**src/hdl/rsc_pkg.sv**
```systemverilog
// Shared types, constants and helper functions of the radix string converter.
`timescale 1ns / 1ps

package rsc_pkg;

	// Sizes
	localparam int VALUE_WIDTH_DEF = 32;
	localparam int BASE_W          = 6;
	localparam int DIGIT_W         = 6;
	localparam int MAX_DIGITS      = 32;
	localparam int DIGIT_AW        = $clog2(MAX_DIGITS);
	localparam int CNT_W           = $clog2(MAX_DIGITS + 1);
	localparam int CFG_IDX_W       = 1;
	localparam int CFG_DATA_W      = 6;

	// Register indexes
	localparam logic [CFG_IDX_W-1:0] REG_IN_BASE  = 1'b0;
	localparam logic [CFG_IDX_W-1:0] REG_OUT_BASE = 1'b1;

	// Register reset values and output base limits
	localparam logic [BASE_W-1:0] BASE_RESET    = 6'd10;
	localparam logic [BASE_W-1:0] OUT_BASE_MIN  = 6'd2;
	localparam logic [BASE_W-1:0] OUT_BASE_MAX  = 6'd36;

	// ASCII codes
	localparam logic [7:0] CH_0  = 8'h30;
	localparam logic [7:0] CH_9  = 8'h39;
	localparam logic [7:0] CH_LA = 8'h61;
	localparam logic [7:0] CH_LZ = 8'h7A;
	localparam logic [7:0] CH_UA = 8'h41;
	localparam logic [7:0] CH_UZ = 8'h5A;
	localparam logic [7:0] CH_PRINT_LO = 8'h20;
	localparam logic [7:0] CH_PRINT_HI = 8'h7E;
	localparam logic [DIGIT_W-1:0] LETTER_BASE = 6'd10;

	// Result status codes
	typedef enum logic [1:0] {
		ST_OK       = 2'd0,
		ST_DIGIT    = 2'd1,
		ST_INVALID  = 2'd2,
		ST_OVERFLOW = 2'd3
	} status_t;

	// Character classes
	typedef enum logic [1:0] {
		CK_DIGIT,
		CK_INVALID,
		CK_IGNORE
	} char_kind_t;

	typedef struct packed {
		char_kind_t          kind;
		logic [DIGIT_W-1:0]  digit;
	} char_class_t;

	// Beats
	typedef struct packed {
		logic [7:0] char_in;
		logic       last_char;
	} in_beat_t;

	typedef struct packed {
		logic [7:0] char_out;
		logic       last_out;
		status_t    status;
	} out_beat_t;

	// Sequencer states
	typedef enum logic [2:0] {
		S_IDLE,
		S_ACCUM,
		S_DIV_START,
		S_DIV_WAIT,
		S_READ,
		S_EMIT,
		S_ERROR
	} fsm_t;

	// Divider handshake
	typedef struct packed {
		logic start;
	} div_req_t;

	typedef struct packed {
		logic busy;
		logic done;
	} div_stat_t;

	// Classify one ASCII character
	function automatic char_class_t char_class(input logic [7:0] c);
		char_class_t r;
		r.kind  = CK_IGNORE;
		r.digit = '0;
		if (c inside {[CH_0:CH_9]}) begin
			r.kind  = CK_DIGIT;
			r.digit = DIGIT_W'(c - CH_0);
		end else if (c inside {[CH_LA:CH_LZ]}) begin
			r.kind  = CK_DIGIT;
			r.digit = DIGIT_W'(c - CH_LA) + LETTER_BASE;
		end else if (c inside {[CH_UA:CH_UZ]}) begin
			r.kind  = CK_DIGIT;
			r.digit = DIGIT_W'(c - CH_UA) + LETTER_BASE;
		end else if (c inside {[CH_PRINT_LO:CH_PRINT_HI]}) begin
			r.kind  = CK_INVALID;
		end
		return r;
	endfunction

	// Digit value to uppercase ASCII
	function automatic logic [7:0] digit_to_ascii(input logic [DIGIT_W-1:0] d);
		logic [7:0] r;
		if (d < LETTER_BASE) r = CH_0 + 8'(d);
		else                 r = CH_UA + 8'(d - LETTER_BASE);
		return r;
	endfunction

endpackage

```
**src/hdl/radix_string_converter_unit.sv**
```systemverilog
// Top level of the radix string converter: sequencer, accumulator and output stage.
//
//  channel | direction | handshake               | payload
//  --------+-----------+-------------------------+---------------------------------
//  in      | input     | in_valid / in_stall     | in_data  {char_in, last_char}
//  out     | output    | out_valid / out_stall   | out_data {char_out, last_out, status}
//  cfg     | input     | cfg_we                  | cfg_index, cfg_data
//
// A character that is not last is accepted, then folded in by a multiply-add.
// The last character then runs, per output digit, a division in the shared bit-serial
// divider; each digit is then emitted by a digit RAM read and an output load.
// Reset clears the sequencer, the number state and the output valid; no clearing pass.
// A stalled output holds the sequencer in its emit or error state; input is stalled while
// a number is being converted or emitted.
`timescale 1ns / 1ps

module radix_string_converter_unit
	import rsc_pkg::*;
#(
	parameter int VALUE_WIDTH = VALUE_WIDTH_DEF
) (
	input  logic                   clk,
	input  logic                   arst_n,
	input  logic                   cfg_we,
	input  logic [CFG_IDX_W-1:0]   cfg_index,
	input  logic [CFG_DATA_W-1:0]  cfg_data,
	input  logic                   in_valid,
	output logic                   in_stall,
	input  in_beat_t               in_data,
	output logic                   out_valid,
	input  logic                   out_stall,
	output out_beat_t              out_data
);

	localparam int PW = VALUE_WIDTH + DIGIT_W + 1;

	// Character position codes
	localparam logic [1:0] POS_FIRST  = 2'd0;
	localparam logic [1:0] POS_SECOND = 2'd1;
	localparam logic [1:0] POS_LATER  = 2'd2;

	fsm_t                   state_q, state_nx;
	logic [BASE_W-1:0]      in_base_q, out_base_q, base_eff;
	in_beat_t               in_q;
	logic [VALUE_WIDTH-1:0] accum_q, acc_nx, conv_q;
	logic [1:0]             pos_q, pos_nx;
	logic                   prefix_q, prefix_nx;
	status_t                err_q, err_nx, err_res_q;
	logic [CNT_W-1:0]       n_q, k_q;
	logic                   out_valid_q;
	out_beat_t              out_q;
	char_class_t            cc;
	logic [PW-1:0]          prod;
	logic                   in_fire, out_fire, can_load;
	logic                   out_load, ram_re;
	logic                   emit_last;
	logic [DIGIT_AW-1:0]    rd_addr;
	logic [DIGIT_W-1:0]     rd_digit;
	div_req_t               div_req;
	div_stat_t              div_stat;
	logic [VALUE_WIDTH-1:0] quot;
	logic [DIGIT_W-1:0]     rem;
	logic                   digits_full;

	// Configuration registers
	always_ff @(posedge clk or negedge arst_n) begin
		if (!arst_n) begin
			in_base_q  <= BASE_RESET;
			out_base_q <= BASE_RESET;
		end else if (cfg_we) begin
			case (cfg_index)
				REG_IN_BASE:  in_base_q  <= cfg_data;
				REG_OUT_BASE: out_base_q <= cfg_data;
				default: ;
			endcase
		end
	end

	// Output base clamped to the supported range
	always_comb begin
		if (out_base_q < OUT_BASE_MIN)      base_eff = OUT_BASE_MIN;
		else if (out_base_q > OUT_BASE_MAX) base_eff = OUT_BASE_MAX;
		else                                base_eff = out_base_q;
	end

	// Handshakes
	assign in_fire   = in_valid && !in_stall;
	assign out_fire  = out_valid_q && !out_stall;
	assign can_load  = !out_valid_q || !out_stall;
	assign emit_last = ((k_q + 1'b1) == n_q);
	assign rd_addr   = DIGIT_AW'(n_q - k_q - 1'b1);
	assign digits_full = ((n_q + 1'b1) == CNT_W'(MAX_DIGITS));

	// Prefix rule, classification and multiply-add for one character
	always_comb begin
		cc        = char_class(in_q.char_in);
		prod      = PW'(accum_q) * PW'(in_base_q) + PW'(cc.digit);
		pos_nx    = (pos_q == POS_LATER) ? POS_LATER : pos_q + 2'd1;
		prefix_nx = prefix_q;
		err_nx    = err_q;
		acc_nx    = accum_q;
		if (pos_q == POS_FIRST && in_q.char_in == CH_0) begin
			prefix_nx = 1'b1;
		end else if (!(pos_q == POS_SECOND && prefix_q) && cc.kind != CK_IGNORE
				&& err_q == ST_OK) begin
			if (cc.kind == CK_INVALID)          err_nx = ST_INVALID;
			else if (cc.digit >= in_base_q)     err_nx = ST_DIGIT;
			else if (|prod[PW-1:VALUE_WIDTH])   err_nx = ST_OVERFLOW;
			else                                acc_nx = prod[VALUE_WIDTH-1:0];
		end
	end

	// Next state
	always_comb begin
		state_nx = state_q;
		case (state_q)
			S_IDLE:      if (in_fire) state_nx = S_ACCUM;
			S_ACCUM: begin
				if (!in_q.last_char)      state_nx = S_IDLE;
				else if (err_nx != ST_OK) state_nx = S_ERROR;
				else                      state_nx = S_DIV_START;
			end
			S_DIV_START: state_nx = S_DIV_WAIT;
			S_DIV_WAIT: begin
				if (div_stat.done) begin
					if (quot == '0)       state_nx = S_READ;
					else if (digits_full) state_nx = S_ERROR;
					else                  state_nx = S_DIV_START;
				end
			end
			S_READ:      state_nx = S_EMIT;
			S_EMIT:      if (can_load) state_nx = emit_last ? S_IDLE : S_READ;
			S_ERROR:     if (can_load) state_nx = S_IDLE;
			default:     state_nx = S_IDLE;
		endcase
	end

	// Sequencer outputs
	always_comb begin
		in_stall      = 1'b1;
		div_req.start = 1'b0;
		ram_re        = 1'b0;
		out_load      = 1'b0;
		case (state_q)
			S_IDLE:      in_stall      = 1'b0;
			S_DIV_START: div_req.start = 1'b1;
			S_READ:      ram_re        = 1'b1;
			S_EMIT:      out_load      = can_load;
			S_ERROR:     out_load      = can_load;
			default: ;
		endcase
	end

	always_ff @(posedge clk or negedge arst_n) begin
		if (!arst_n) state_q <= S_IDLE;
		else         state_q <= state_nx;
	end

	// Input beat register
	always_ff @(posedge clk) begin
		if (in_fire) in_q <= in_data;
	end

	// Number state; cleared after the last character
	always_ff @(posedge clk or negedge arst_n) begin
		if (!arst_n) begin
			accum_q  <= '0;
			pos_q    <= POS_FIRST;
			prefix_q <= 1'b0;
			err_q    <= ST_OK;
		end else if (state_q == S_ACCUM) begin
			if (in_q.last_char) begin
				accum_q  <= '0;
				pos_q    <= POS_FIRST;
				prefix_q <= 1'b0;
				err_q    <= ST_OK;
			end else begin
				accum_q  <= acc_nx;
				pos_q    <= pos_nx;
				prefix_q <= prefix_nx;
				err_q    <= err_nx;
			end
		end
	end

	// Conversion value, error code of the result, digit counters
	always_ff @(posedge clk or negedge arst_n) begin
		if (!arst_n) begin
			n_q <= '0;
			k_q <= '0;
		end else begin
			if (state_q == S_ACCUM && in_q.last_char) n_q <= '0;
			if (state_q == S_DIV_WAIT && div_stat.done) begin
				n_q <= n_q + 1'b1;
				k_q <= '0;
			end
			if (state_q == S_EMIT && can_load) k_q <= k_q + 1'b1;
		end
	end

	always_ff @(posedge clk) begin
		if (state_q == S_ACCUM && in_q.last_char) begin
			conv_q    <= acc_nx;
			err_res_q <= err_nx;
		end
		if (state_q == S_DIV_WAIT && div_stat.done) begin
			conv_q <= quot;
			if (quot != '0 && digits_full) err_res_q <= ST_OVERFLOW;
		end
	end

	// Shared divider
	rsc_divider #(
		.VALUE_WIDTH(VALUE_WIDTH)
	) u_div (
		.clk       (clk),
		.arst_n    (arst_n),
		.req       (div_req),
		.dividend  (conv_q),
		.divisor   (base_eff),
		.stat      (div_stat),
		.quotient  (quot),
		.remainder (rem)
	);

	// Digit buffer, least significant digit at address 0
	rsc_ram #(
		.WIDTH(DIGIT_W),
		.DEPTH(MAX_DIGITS)
	) u_digits (
		.clk   (clk),
		.we    (state_q == S_DIV_WAIT && div_stat.done),
		.waddr (n_q[DIGIT_AW-1:0]),
		.wdata (rem),
		.re    (ram_re),
		.raddr (rd_addr),
		.rdata (rd_digit)
	);

	// Output register
	always_ff @(posedge clk or negedge arst_n) begin
		if (!arst_n)       out_valid_q <= 1'b0;
		else if (out_load) out_valid_q <= 1'b1;
		else if (out_fire) out_valid_q <= 1'b0;
	end

	always_ff @(posedge clk) begin
		if (out_load) begin
			if (state_q == S_ERROR) begin
				out_q.char_out <= '0;
				out_q.last_out <= 1'b1;
				out_q.status   <= err_res_q;
			end else begin
				out_q.char_out <= digit_to_ascii(rd_digit);
				out_q.last_out <= emit_last;
				out_q.status   <= ST_OK;
			end
		end
	end

	assign out_valid = out_valid_q;
	assign out_data  = out_q;

	// Checks
	a_err_is_last: assert property (@(posedge clk) disable iff (!arst_n)
		out_valid_q && out_q.status != ST_OK |-> out_q.last_out && out_q.char_out == '0)
		else $error("error result not a single last beat");

	a_digit_count: assert property (@(posedge clk) disable iff (!arst_n)
		n_q <= CNT_W'(MAX_DIGITS))
		else $error("digit count beyond buffer depth");

	a_div_owner: assert property (@(posedge clk) disable iff (!arst_n)
		div_stat.busy |-> state_q == S_DIV_WAIT)
		else $error("divider running outside its wait state");

	a_no_overwrite: assert property (@(posedge clk) disable iff (!arst_n)
		out_valid_q && out_stall |=> $stable(out_q) && out_valid_q)
		else $error("stalled output beat changed");

endmodule

```
**src/hdl/rsc_ram.sv**
```systemverilog
// Generic single write port RAM with registered read.
`timescale 1ns / 1ps

module rsc_ram #(
	parameter int WIDTH = 6,
	parameter int DEPTH = 32,
	localparam int AW   = $clog2(DEPTH)
) (
	input  logic             clk,
	input  logic             we,
	input  logic [AW-1:0]    waddr,
	input  logic [WIDTH-1:0] wdata,
	input  logic             re,
	input  logic [AW-1:0]    raddr,
	output logic [WIDTH-1:0] rdata
);

	logic [WIDTH-1:0] mem_q [DEPTH];
	logic [WIDTH-1:0] rdata_q;

	// Write port and registered read port; read data holds while re is low
	always_ff @(posedge clk) begin
		if (we) mem_q[waddr] <= wdata;
		if (re) rdata_q <= mem_q[raddr];
	end

	assign rdata = rdata_q;

endmodule

```
**src/hdl/rsc_divider.sv**
```systemverilog
// Restoring divider by a narrow base, one quotient bit per cycle.
`timescale 1ns / 1ps

module rsc_divider
	import rsc_pkg::*;
#(
	parameter int VALUE_WIDTH = VALUE_WIDTH_DEF
) (
	input  logic                   clk,
	input  logic                   arst_n,
	input  div_req_t               req,
	input  logic [VALUE_WIDTH-1:0] dividend,
	input  logic [BASE_W-1:0]      divisor,
	output div_stat_t              stat,
	output logic [VALUE_WIDTH-1:0] quotient,
	output logic [DIGIT_W-1:0]     remainder
);

	localparam int CW = $clog2(VALUE_WIDTH + 1);

	logic                   busy_q;
	logic [CW-1:0]          cnt_q;
	logic [VALUE_WIDTH-1:0] work_q;
	logic [DIGIT_W-1:0]     rem_q;
	logic [BASE_W-1:0]      div_q;
	logic [DIGIT_W:0]       rem_sh;
	logic                   q_bit;
	logic [DIGIT_W-1:0]     rem_nx;

	// One trial subtraction per cycle
	always_comb begin
		rem_sh = {rem_q, work_q[VALUE_WIDTH-1]};
		q_bit  = (rem_sh >= (DIGIT_W+1)'(div_q));
		rem_nx = q_bit ? DIGIT_W'(rem_sh - (DIGIT_W+1)'(div_q)) : rem_sh[DIGIT_W-1:0];
	end

	// Control
	always_ff @(posedge clk or negedge arst_n) begin
		if (!arst_n) begin
			busy_q <= 1'b0;
			cnt_q  <= '0;
		end else if (req.start) begin
			busy_q <= 1'b1;
			cnt_q  <= CW'(VALUE_WIDTH);
		end else if (busy_q) begin
			if (cnt_q == '0) busy_q <= 1'b0;
			else             cnt_q  <= cnt_q - 1'b1;
		end
	end

	// Datapath: dividend shifts out at the top, quotient bits shift in below
	always_ff @(posedge clk) begin
		if (req.start) begin
			work_q <= dividend;
			rem_q  <= '0;
			div_q  <= divisor;
		end else if (busy_q && cnt_q != '0) begin
			work_q <= {work_q[VALUE_WIDTH-2:0], q_bit};
			rem_q  <= rem_nx;
		end
	end

	assign stat.busy = busy_q;
	assign stat.done = busy_q && (cnt_q == '0);
	assign quotient  = work_q;
	assign remainder = rem_q;

endmodule

```
**config.mk**
```make
export PLATFORM = sky130hd
export DESIGN_NAME = radix_string_converter_unit
export DESIGN_NICKNAME = d
export VERILOG_FILES = /design/src/hdl/rsc_pkg.sv /design/src/hdl/radix_string_converter_unit.sv /design/src/hdl/rsc_ram.sv /design/src/hdl/rsc_divider.sv
export SDC_FILE = /design/constraint.sdc
export NUM_CORES = 1
export LEC_CHECK = 0
export BUFFER_PORTS_ARGS = -buffer_cell sky130_fd_sc_hd__buf_2
export CORE_MARGIN = 2
export CORE_UTILIZATION = 42
export DETAILED_ROUTE_END_ITERATION = 10
export PLACE_DENSITY = 0.64
export SLEW_MARGIN = 5
export SYNTH_ARGS = -nofsm -noshare
export SYNTH_HDL_FRONTEND = slang
export SYNTH_SLANG_ARGS = --single-unit
```
**constraint.sdc**
```tcl
create_clock -name clk -period 5.55 [get_ports clk]
set_input_delay 0.2775 -clock clk [delete_from_list [all_inputs] [get_ports clk]]
set_output_delay 0.2775 -clock clk [all_outputs]
set_load 0.005 [all_outputs]
```
After elaboration in Yosys (flattened, before gate mapping)

Memory sizes are Yosys's and may differ from the RTL's. A register that Yosys moved wholly into a read port is not among the register bits.
Index checks and enable logic that the tools add are counted.

Flip-flop bits (word level): 170
Latch bits: 0
Bits in writable memories: 192
Memory bits (read-only): 0
Input bits: 21
Logic and storage cells: 174
Memories kept: 1

$add $sub $neg: 16
Multiply operators: 1
Divide/modulo/power cells: 0
Magnitude comparators: 13
Equality and inequality tests: 18
Shifts and indexed selects: 0
Multiplexer cells: 59
Bitwise operators: 1
Reductions and logical operators: 42

Memories:

| name           | words | bits a word | read ports | clocked after memory_dff | wr ports | line          | RTL |
|---|---|---|---|---|---|---|---|
| u_digits.mem_q | 32    | 6           | 1          | 1                        | 1        | rsc_ram.sv:18 | `logic [WIDTH-1:0] mem_q [DEPTH];` |

Operators by type and width:

| kind                                                | count |
|---|---|
| 2-to-1 mux 32 bit                                   | 10 |
| 2-to-1 mux 6 bit                                    | 10 |
| adder 38 x 6 -> 39 bit                              | 1 |
| multiplier 32 x 6 -> 38 bit                         | 1 |
| logical NOT 32 bit                                  | 1 |
| nonzero test 32 bit                                 | 1 |
| 2-to-1 mux 3 bit                                    | 9 |
| 2-to-1 mux 2 bit                                    | 13 |
| <= comparator 8 x 7 -> 1 bit, second input constant | 3 |
| 2-to-1 mux 8 bit                                    | 3 |
| case mux 3 bit (7 select lines)                     | 1 |
| >= comparator 8 x 6 -> 1 bit, second input constant | 2 |
| >= comparator 8 x 7 -> 1 bit, second input constant | 2 |
| logical AND 1 bit                                   | 16 |
| nonzero test 2 bit                                  | 7 |
| 2-to-1 mux 1 bit                                    | 13 |
| adder 6 x 1 -> 6 bit, second input constant         | 2 |
| adder 6 x 4 -> 6 bit, second input constant         | 2 |
| inequality test 2 bit, second input constant        | 6 |
| subtractor 6 x 1 -> 6 bit, second input constant    | 2 |
| subtractor 6 bit, second input constant             | 2 |
| equality test 3 bit, second input constant          | 3 |
| adder 7 x 8 -> 8 bit, first input constant          | 1 |
| equality test 8 x 6 -> 1 bit, second input constant | 1 |
| other kinds (29)                                    | 38 |

Longest topological paths before layout

Gate-level depths: netlist of run 1.

Depth after elaboration: 17
Depth in mapped cells: 26

Hierarchy

From an unflattened synthesis of run 1, not the netlist that was laid out.

Cells, all modules: 1946
Area total of the unflattened synthesis: 23418.7 um2

By module, submodules not included:

| module                      | instances | cells each | area each (um2) | seq. area each (um2) |
|---|---|---|---|---|
| radix_string_converter_unit | 1         | 1444       | 13305.3         | 3233.1 |
| rsc_ram                     | 1         | 323        | 7649.8          | 5945.7 |
| rsc_divider                 | 1         | 179        | 2463.6          | 1436.4 |

Least setup slack after synthesis of run 1

No wires, ideal clock.

Kind: register to register
Start point: register in_base_q[1]
End point: register conv_q[27] (data pin)
Setup time: 268 ps
Arrival time: 5688 ps
Required time: 5282 ps
Setup slack: -405 ps
Stages on the path, launching flop included: 23
Period minus slack after synthesis: 5955 ps
Cells stage by stage: dfstp_2 > clkbuf_1 > clkbuf_1 > nand2_1 > fa_1 > fa_1 > inv_1 > fa_1 > ha_1 > ha_1 > clkbuf_1 > and4_1 > and2_1 > nand3_1 > a31oi_1 > or4_1 > a211o_1 > nor4_4 > nand4_4 > buf_6 > buf_2 > mux2i_1 > o21ai_0

Word-level cells in the longest chain between the ends: 10
Elaborated cells on any way between the ends: 11
Classes of those cells: add/sub (1); mul (1); order compare (1); mux (7); reduce/logical (1)

RTL lines:

| what                        | line                               | RTL |
|---|---|---|
| start: declaration          | radix_string_converter_unit.sv:43  | `logic [BASE_W-1:0] in_base_q, out_base_q, base_eff;` |
| start signal: assignment    | radix_string_converter_unit.sv:72  | `REG_IN_BASE: in_base_q <= cfg_data;` |
| multiplier 32 x 6 -> 38 bit | radix_string_converter_unit.sv:97  | `prod = PW'(accum_q) * PW'(in_base_q) + PW'(cc.digit);` |
| adder 38 x 6 -> 39 bit      | radix_string_converter_unit.sv:97  |  |
| OR reduction 7 bit          | radix_string_converter_unit.sv:108 | `else if (\|prod[PW-1:VALUE_WIDTH]) err_nx = ST_OVERFLOW;` |
| 2-to-1 mux 32 bit           | radix_string_converter_unit.sv:108 |  |
| 2-to-1 mux 32 bit *         | radix_string_converter_unit.sv:107 | `else if (cc.digit >= in_base_q) err_nx = ST_DIGIT;` |
| 2-to-1 mux 32 bit *         | radix_string_converter_unit.sv:106 | `if (cc.kind == CK_INVALID) err_nx = ST_INVALID;` |
| 2-to-1 mux 32 bit *         | radix_string_converter_unit.sv:104 | `end else if (!(pos_q == POS_SECOND && prefix_q) && cc.kind != CK_IGNORE` |
| 2-to-1 mux 32 bit *         | radix_string_converter_unit.sv:102 | `if (pos_q == POS_FIRST && in_q.char_in == CH_0) begin` |
| 2-to-1 mux 32 bit *         | radix_string_converter_unit.sv:202 | `if (state_q == S_ACCUM && in_q.last_char) begin` |
| 2-to-1 mux 32 bit *         | radix_string_converter_unit.sv:206 | `if (state_q == S_DIV_WAIT && div_stat.done) begin` |
| end signal: assignment      | radix_string_converter_unit.sv:203 | `conv_q <= acc_nx;` |
| end signal: assignment      | radix_string_converter_unit.sv:207 | `conv_q <= quot;` |
| end: declaration            | radix_string_converter_unit.sv:45  | `logic [VALUE_WIDTH-1:0] accum_q, acc_nx, conv_q;` |

Mark *: on every way between the ends. The rest lies on a longest branch, timed or not. The select of a mux whose other input is x is not followed.
A chain may end at the register's enable or synchronous reset.

Worst setup path after layout of run 1

Start point: register in_base_q[1]
End point: register accum_q[2]

Word-level cells in the longest chain between the ends: 9
Elaborated cells on any way between the ends: 10
Classes of those cells: add/sub (1); mul (1); order compare (1); mux (6); reduce/logical (1)

RTL lines:

| what                        | line                               | RTL |
|---|---|---|
| multiplier 32 x 6 -> 38 bit | radix_string_converter_unit.sv:97  |  |
| adder 38 x 6 -> 39 bit      | radix_string_converter_unit.sv:97  |  |
| OR reduction 7 bit          | radix_string_converter_unit.sv:108 |  |
| 2-to-1 mux 32 bit           | radix_string_converter_unit.sv:108 |  |
| 2-to-1 mux 32 bit *         | radix_string_converter_unit.sv:107 |  |
| 2-to-1 mux 32 bit *         | radix_string_converter_unit.sv:106 |  |
| 2-to-1 mux 32 bit *         | radix_string_converter_unit.sv:104 |  |
| 2-to-1 mux 32 bit *         | radix_string_converter_unit.sv:102 |  |
| 2-to-1 mux 32 bit *         | radix_string_converter_unit.sv:172 | `if (in_q.last_char) begin` |
| end signal: assignment      | radix_string_converter_unit.sv:178 | `accum_q <= acc_nx;` |
| end: declaration            | radix_string_converter_unit.sv:45  |  |

Mark *: on every way between the ends. The rest lies on a longest branch, timed or not.

==> flow_summary.ini, run 1 <==
[status]
outcome = complete, but fails checks
violations = setup timing

[job]
maxCapViolCount = 0

[drt]
postRouteAntennaNets = 0
drt_iter0_drc = 858
first_pass_iters = 5
vias = 16318
drc = 0
routed_via_density = 5.331
routed_wl_um = 57620
wl_per_cell_um = 18.82

[grt]
grt_overflow = 0
grtUsageTotal = 0.2055
grt_max_degree = 70
grt_pass1_vias = 16753
grt_pass1_wl_um = 92580
antenna_found_initial = 0

[logic_synthesis]
seq_area_frac_synth = 0.4540
ys_warn_count = 0
async_reset_ff_frac = 0.1957
synthTopCellsByCount = edfxtp_1 (288), nand2_1 (284), inv_1 (150), and2_1 (145), fa_1 (126)
synth-edff-count = 288
syn_inst = 2036
yosysMostFrequentCell = edfxtp_1
synthFlopType = edfxtp_1
synth_area_leaders = edfxtp_1 (37%), fa_1 (11%), dfrtp_1 (7.3%)
synth_top_area_share = 0.3699
syn-num-nets = 2307
yosysUniqueCellTypes = 73
yosysTopAreaCell = edfxtp_1
ys_ff_latch = 368
synth.cell_area_mm2 = 0.02338
syn_avg_cell_area_um2 = 11.48

[timing]
worst_pin_slew_ps = 1199
fmax_mhz = 167.8
setup_viol = 69
hold_viol = 0
rsz0062_at_grt = true
fin_skew_ps = 51.75
fin_crit_ps = 5961
hold_slack_ps = 117.7
tns_ps = -20930
relSlewSlack = 0.1998
final_max_slew_viol_count = 0
layout_worst_path_cycle_share = 1.074
layout_setup_ws_ps = -410.9

[cts]
cts.sinks = 368
cts-root-buf = clkbuf_16
cts_tree = done
htree_num_levels = 2
clk_latency_ps = 600
path_clk_slew_ps = 60
cts_made_buffers = 40
cts_buffer_depth = 3

[setup_path]
critPathLaunch = in_base_q[1]
cpPeakStageDelay_ps = 640
crit_required_ps = 6000
cp_data_arrival_time_ps = 6410
cp_max_fo = 15
critPathMostFrequentCell = fa_1
endpoint_kind = flop
crit_chain = clkbuf_16 -> nand2_1 -> fa_1 -> fa_1 -> inv_1 -> fa_1 -> ha_1 -> ha_4 -> nand4_1 -> nor3_2 -> o211ai_1 -> and3_4 -> o31a_1 -> xnor2_1 -> nor4_4 -> buf_4 -> nand4_4 -> buf_6 -> clkbuf_16 -> buf_4 -> mux2i_1 -> o21ai_1
path_buf_inv = 6
ff2ff_setup_slack_ps = -410
startpoint_type = flop
worstReg2RegStart = in_base_q[1]
slowest_stage = dfstp_2
crit_type = reg -> reg
path_delay_family = adder cells

[power]
ir_worst_vdd_uv = 1069
power.total_w = 0.01540
p_leak_nw = 11.88
p_per_area_mw_per_mm2 = 546.7

[floorplan]
ios = 34
die_x_um = 240.0
start_util = 0.4244
fp-row-count = 86
core_mm2 = 0.05509
die_area_mm2 = 0.05758
die_h_um = 240.0

[finish]
area_growth_pct = 20.46
fillers = 4851
seqCellArea_mm2 = 0.01062
diodes = 0
drive_gt1_frac = 0.2188
stdcell_area_mm2 = 0.02817
fin_nets = 2553
final_util = 0.5112
multi_input_area_mm2 = 0.01241

[place]
io_buffers = 33
routabilityCongestion = 0.8740
hpwlAfterDp_um = 42220
dpl_cell_area_mm2 = 0.02612

[min_path]
min_path_type = in -> async
## registers in the layout, summed over array words and instances, names as in the netlist
name             cells
accum_q             32
conv_q              32
err_q                2
err_res_q            2
in_base_q            6
in_q                 9
k_q                  6
n_q                  6
out_base_q           6
out_data            11
out_valid            1
pos_q                2
prefix_q             1
state_q              3
u_digits.mem_q     192
u_digits.rdata       6
u_div.busy_q         1
u_div.cnt_q          6
u_div.div_q          6
u_div.quotient      32
u_div.remainder      6
## placed cells by master, fill, tap and decap left out, types with 42 or more instances in the layout
cell type | Yosys | routed
edfxtp_1 | 288 | 288
nand2_1 | 284 | 282
buf_4 | 0 | 223
inv_1 | 150 | 143
and2_1 | 145 | 137
fa_1 | 126 | 123
nor2_1 | 119 | 114
ha_1 | 124 | 101
o21ai_0 | 103 | 95
dfrtp_1 | 68 | 67
a21oi_1 | 79 | 62
mux4_2 | 60 | 60
mux2i_1 | 51 | 49
clkbuf_16 | 0 | 42
## per-stage QoR
step           cells  setup WS [ps]
2_1_floorplan   2036         0.8193
3_5_place_dp    2956         -518.2
6_report        3061         -410.9
5_1_grt         3061         -632.9
3_3_place_gp    2956         -412.6
4_1_cts         3056         -330.9
## final timing paths
| check | endpoint | cells past startpoint |
|---|---|---|
| max | accum_q[2] | 22 |
| min | n_q[0] | 2 |
| max reg2reg | accum_q[2] | 22 |
| min reg2reg | u_div.quotient[6] | 2 |
| max in group asynchronous | in_base_q[2] | 3 |
| min in group clk | in_base_q[4] | 3 |
## where the power goes
group          internal (W)  total [W]  leakage [nW]  switching [W]
sequential          0.00343    0.00366          3.63       0.000228
combinational       0.00409    0.00907          7.61        0.00498
clock               0.00152    0.00268         0.638        0.00116
total               0.00903     0.0154          11.9        0.00637
## what timing repair did
action | CTS | global route
buffers inserted | 9 | 3
hold buffers | 17 | 0
pin swaps | 9 | 9
resized for setup | 56 | 24
gates cloned | 1 | 2
endpoints found under the setup margin | 69 | 69
hold endpoints to repair | 32 | 0
## cells by family after synthesis
kind of cell / Yosys count / share of synthesized area
AOI/OAI and AO/OA: 307 / 0.08176
xor gates and xnor gates: 60 / 0.02247
adders and majority gates: 250 / 0.1742
buffers and inverters: 236 / 0.03879
DFF: 368 / 0.4540
muxes: 125 / 0.08637
and+or+nand+nor: 690 / 0.1424
## routing by layer
layer / track usage / up-vias / wire length, um
met4: 0.04517 / 0 / 941
met5: 0 / - / 0
met1: 0.2794 / 8187 / 25530
met3: 0.03100 / 60 / 2828
li1: - / 7675 / -
met2: 0.3490 / 396 / 28320
## area by class of cell
class                   instances  share of cell area
flip-flops and latches        368              0.3769
multi-input cells            1432              0.4405
repair buffers                289             0.08263
inverters                     151             0.02021
well taps                     748             0.03323
clock inverters                20            0.008840
clock buffers                  53             0.03763
(Power assumes the default switching activity.)
==> inputs of run 2 (changes only) <==
--- a/config.mk
+++ b/config.mk
@@ -10,6 +10,7 @@
 export CORE_UTILIZATION = 42
 export DETAILED_ROUTE_END_ITERATION = 10
 export PLACE_DENSITY = 0.64
+export RECOVER_POWER = 100
 export SLEW_MARGIN = 5
 export SYNTH_ARGS = -nofsm -noshare
 export SYNTH_HDL_FRONTEND = slang
==> constraint.sdc (replaced) <==
create_clock -name clk -period 5.55 [get_ports clk]
set_input_delay 0.2775 -clock clk [delete_from_list [all_inputs] [get_ports clk]]
set_output_delay 0.2775 -clock clk [all_outputs]
set_load 0.1 [all_outputs]
==> run 2 against run 1 <==
Against the previous run:
- the flow finishes with violations (capacitance limit, slew limit, setup timing)
- cell area shrank 0.32%
- total power barely moved
- first-iteration DRC count down 4.3%
- flip-flop and latch count did not move
- cell count unchanged
- clock power is essentially flat
- non-clock buffer count is the same
- core utilization shrank 0.17 points
- fmax rose by 0.18%
- global-route usage unchanged
- count of clock-buffer cells in the layout unchanged
- register-to-register slack is essentially flat
- largest cell class unchanged
- highest routed layer unchanged
==> flow_summary.ini, run 2 (synthesized netlist as in run 1, its figures left out) <==
[cts]
clk_latency_ps = 600
cts-root-buf = clkbuf_16
cts.sinks = 368
cts_buffer_depth = 3
cts_made_buffers = 40
htree_num_levels = 2
path_clk_slew_ps = 60
cts_tree = done

[drt]
wl_per_cell_um = 18.80
drt_iter0_drc = 821
vias = 16264
drc = 0
routed_wl_um = 57560
postRouteAntennaNets = 0
first_pass_iters = 5
routed_via_density = 5.313

[grt]
grt_max_degree = 70
antenna_found_initial = 0
grt_overflow = 0
grt_pass1_vias = 16753
grt_pass1_wl_um = 92580
grtUsageTotal = 0.2055

[place]
routabilityCongestion = 0.8740
placed_cells = 2956
dpl_cell_area_mm2 = 0.02612
place_ws_ps = -518.2
hpwlAfterDp_um = 42220
io_buffers = 33

[timing]
hold_viol = 0
rsz0062_at_grt = true
layout_worst_path_cycle_share = 1.072
final_max_slew_viol_count = 286
layout_setup_ws_ps = -400.1
setup_viol = 69
fin_crit_ps = 5950
worst_pin_slew_ps = 3503
fmax_mhz = 168.1
relSlewSlack = -1.335
fin_skew_ps = 56.68

[floorplan]
die_x_um = 240.0
start_util = 0.4244
fp-row-count = 86
die_area_mm2 = 0.05758
die_h_um = 240.0
core_mm2 = 0.05509
ios = 34

[setup_path]
endpoint_kind = flop
cp_max_fo = 15
cp_data_arrival_time_ps = 6400
crit_type = reg -> reg
crit_required_ps = 6000
startpoint_type = flop

[job]
maxCapViolCount = 8

[finish]
seqCellArea_mm2 = 0.01062
diodes = 0
drive_gt1_frac = 0.2028
stdcell_area_mm2 = 0.02807
fin_nets = 2553
multi_input_area_mm2 = 0.01240
mostFrequentLayoutCells = edfxtp_1 (288), nand2_1 (282), buf_4 (207), inv_1 (143), and2_1 (135)
largest_register_ffs = 192
area_growth_pct = 20.07
layout_commonest_cell = edfxtp_1
top_register = u_digits.mem_q
fin_cells = 3061
fillers = 4873

[status]
outcome = complete, but fails checks
violations = capacitance limit, slew limit, setup timing

[power]
ir_worst_vdd_uv = 1067
p_per_area_mw_per_mm2 = 549.0
p_leak_nw = 11.77

[min_path]
min_path_type = in -> reg
-- run 2: cell types whose count changed in the layout (fill, tap and decap cells not counted), moves of 2 or more --
cell      before  now
clkbuf_1      12   42
buf_4        223  207
buf_2         32   18
and2_0         0    2
and2_1       137  135
dfstp_1        0    2
dfstp_2        4    2
mux2_1         0    2
mux2_2        14   12
-- run 2: stage by stage --
stage	power, W	utilization	hold WS [ps]	TNS (ps)
finish	0.01541	0.5096	142.0	-20150
CTS	0.01511	0.5081	111.9	-16090
floorplan	0.008660	-	-18.09	0
global route	0.01643	0.5096	164.0	-36670
global placement	0.01173	0.4742	154.2	-21090
detailed placement	0.01188	0.4742	152.7	-28060
-- run 2: path summary, 6_finish.rpt --
check                      slack [ps]                 to  cells after the start         start
max                              -400         accum_q[2]                     22  in_base_q[1]
min                               140       in_base_q[4]                      3     cfg_index
max reg2reg                      -400         accum_q[2]                     22  in_base_q[1]
min reg2reg                       490  u_div.quotient[6]                      2     conv_q[6]
max in group asynchronous        1370     u_div.cnt_q[3]                      3        arst_n
min in group asynchronous         360             n_q[0]                      2        arst_n
-- run 2: worst max-delay path: stages, from the launching register on --
cell and delay, ps:
dfstp_2 650, clkbuf_16 210, nand2_1 80, fa_1 480, fa_1 510, inv_1 60, fa_1 480, ha_1 340
ha_4 300, nand4_1 210, nor3_2 300, o211ai_1 170, and3_4 220, o31a_1 290, xnor2_1 160, nor4_4 210
buf_4 180, nand4_4 170, buf_6 200, clkbuf_16 180, buf_4 160, mux2i_1 160, o21ai_1 90
-- run 2: layout make-up --
class                           instances  area share
Clock buffer                           53     0.03775
Clock inverter                         20    0.008869
Inverter                              151     0.02028
Multi-Input combinational cell       1432      0.4415
Sequential cell                       368      0.3781
Tap cell                              748     0.03334
Timing Repair Buffer                  289     0.08013
-- run 2: metal layers --
metal	share of wire	up-vias	global-route usage
met4	0.016	0	0.04517
met1	0.45	8152	0.2794
met2	0.49	378	0.3490
met5	0	-	0
li1	-	7681	-
met3	0.049	53	0.03100
-- run 2: timing repair --
item	in CTS	in global routing
setup buffers	9	3
endpoints found under the hold margin	32	0
gates cloned	1	2
resized for setup	56	24
pin swaps	9	9
endpoints found under the setup margin	69	69
hold buffers	17	0
-- run 2: power breakdown --
| part | internal, W | total, W | leakage (nW) | switching, W |
|---|---|---|---|---|
| clock network | 0.00152 | 0.00268 | 0.638 | 0.00117 |
| registers | 0.00344 | 0.00366 | 3.63 | 0.000226 |
| logic | 0.00408 | 0.00907 | 7.50 | 0.00499 |
==> inputs of run 3 (changes only) <==
--- a/config.mk
+++ b/config.mk
@@ -7,9 +7,9 @@
 export LEC_CHECK = 0
 export BUFFER_PORTS_ARGS = -buffer_cell sky130_fd_sc_hd__buf_2
 export CORE_MARGIN = 2
-export CORE_UTILIZATION = 42
+export CORE_UTILIZATION = 58
 export DETAILED_ROUTE_END_ITERATION = 10
-export PLACE_DENSITY = 0.64
+export PLACE_DENSITY = 0.8
 export RECOVER_POWER = 100
 export SLEW_MARGIN = 5
 export SYNTH_ARGS = -nofsm -noshare
==> run 3 against run 2 <==
Against the previous run:
- the run still ends with capacitance limit, slew limit, setup timing left
- combinational power increased by 4.2%
- routed wire length up 4.1%
- clock power fell by 6%
- core utilization up 19 points
- via count up 4.0%
- total power up 1.7%
- non-clock buffer count fell by 9
- critical path depth stayed put
- cell count fell by 7.8%
- die area decreased by 27%
- sequential power is essentially flat
- hold slack got worse by 100 ps
- critical path type unchanged
- largest power group unchanged
==> flow_summary.ini, run 3 (synthesized netlist as in run 1, its figures left out) <==
[timing]
relSlewSlack = -1.506
fmax_mhz = 169.2
layout_setup_ws_ps = -359.1
hold_viol = 0
setup_viol = 69
layout_worst_path_cycle_share = 1.065
hold_slack_ps = 39.43
fin_crit_ps = 5909
final_max_slew_viol_count = 410
worst_pin_slew_ps = 3759
fin_skew_ps = 29.95
rsz0062_at_grt = true

[place]
io_buffers = 33
routabilityCongestion = 0.9305
place_ws_ps = -542.4
placed_cells = 2720
dpl_cell_area_mm2 = 0.02573
hpwlAfterDp_um = 41860

[finish]
layout_commonest_cell = edfxtp_1
fin_nets = 2541
mostFrequentLayoutCells = edfxtp_1 (288), nand2_1 (280), buf_4 (199), inv_1 (142), and2_1 (134)
diodes = 0
fin_cells = 2823
largest_register_ffs = 192
area_growth_pct = 19.10
drive_gt1_frac = 0.2128
top_register = u_digits.mem_q
stdcell_area_mm2 = 0.02785

[cts]
path_clk_slew_ps = 60
clk_latency_ps = 540
cts_buffer_depth = 3
htree_num_levels = 2
cts-root-buf = clkbuf_16
cts_tree = done
cts_made_buffers = 37
cts.sinks = 368

[grt]
antenna_found_initial = 0
grt_pass1_vias = 17387
grt_overflow = 0
grt_max_degree = 71
grtUsageTotal = 0.2924
grt_pass1_wl_um = 95150

[setup_path]
crit_required_ps = 6010
crit_chain = buf_12 -> buf_16 -> nand2_1 -> fa_1 -> fa_1 -> inv_1 -> fa_1 -> ha_4 -> ha_4 -> a21oi_2 -> o21ai_2 -> a211oi_2 -> a31oi_2 -> or4_1 -> a211o_1 -> nor4_4 -> buf_4 -> nand4_4 -> buf_12 -> nor3_4 -> buf_12 -> a22o_1
cp_data_arrival_time_ps = 6370
startpoint_type = flop
r2r-end = accum_q[24]
slowest_stage = dfstp_2
ff2ff_setup_slack_ps = -360
endpoint_kind = flop
reg2reg_depth = 22
cpPeakStageDelay_ps = 630
cp_max_fo = 16
crit_type = reg -> reg
worstReg2RegStart = in_base_q[1]

[drt]
routed_via_density = 5.991
vias = 16913
drc = 0
drt_iter0_drc = 1429
routed_wl_um = 59920
first_pass_iters = 7
postRouteAntennaNets = 0
wl_per_cell_um = 21.23

[job]
maxCapViolCount = 10

[floorplan]
fp-row-count = 73
die_x_um = 204.8
die_area_mm2 = 0.04194
core_mm2 = 0.03973
ios = 34
start_util = 0.5885
die_h_um = 204.8

[power]
p_per_area_mw_per_mm2 = 562.6
ir_worst_vdd_uv = 1443
p_leak_nw = 11.67

[status]
outcome = complete, but fails checks
violations = capacitance limit, slew limit, setup timing

[min_path]
hold_depth = 3
min_path_type = in -> reg
hold_path_end = out_valid
min_from = out_stall
run 3: cell type report:
cell class / instances / area [um^2]
Multi-Input combinational cell: 1432 / 12590
Fill cell: 2667 / 11880
Sequential cell: 368 / 10620
Timing Repair Buffer: 280 / 2187
Clock buffer: 49 / 1022
Tap cell: 525 / 656.9
Inverter: 151 / 569.3
Clock inverter: 18 / 201.4
run 3: through the flow:
| stage | TNS (ps) | total power (W) | util |
|---|---|---|---|
| after CTS | -17710 | 0.01521 | 0.6990 |
| after global routing | -29510 | 0.01658 | 0.7009 |
| after floorplan | 0 | 0.008660 | - |
| final | -18490 | 0.01567 | 0.7009 |
| after detailed placement | -32650 | 0.01185 | 0.6477 |
| after global placement | -17040 | 0.01162 | 0.6477 |
run 3: critical path, delay by kind of cell, from the launching register on:
kind,cells,cell delay (ps)
AO/OA/AOI/OAI,6,1010
AND/OR/NAND/NOR,5,1180
adder cells (fa/ha/maj),5,2050
flip-flops,1,630
buffers and inverters,6,960
run 3: what timing repair did:
item                                   in CTS  in global routing
pin swaps                                  38                 18
endpoints found under the hold margin      24                  0
cloned                                      4                  0
hold buffers                               16                  0
setup buffers                              10                  8
resized for setup                          89                 59
setup endpoints to repair                  69                 69
run 3: routing by layer:
metal | vias up | wire length, um | GRT usage
li1 | 7626 | - | -
met1 | 8473 | 23370 | 0.3711
met3 | 125 | 3843 | 0.04407
met2 | 689 | 30640 | 0.5105
met4 | 0 | 2069 | 0.1051
met5 | - | 0 | 0
run 3: how the worst max path moves through the flow:
| stage | cells after the start | to | from |
|---|---|---|---|
| 4_1_cts | 22 | conv_q[3] | in_base_q[1] |
| 2_1_floorplan | 21 | conv_q[20] | in_base_q[5] |
| 3_3_place_gp | 24 | conv_q[0] | in_base_q[2] |
| 3_5_place_dp | 19 | conv_q[23] | in_base_q[1] |
| 5_1_grt | 22 | accum_q[24] | in_base_q[4] |
| 6_report | 22 | accum_q[24] | in_base_q[1] |
run 3: power breakdown:
group          internal (W)  switching, W
sequential          0.00344      0.000245
clock               0.00146       0.00107
combinational       0.00433       0.00513
total               0.00922       0.00644
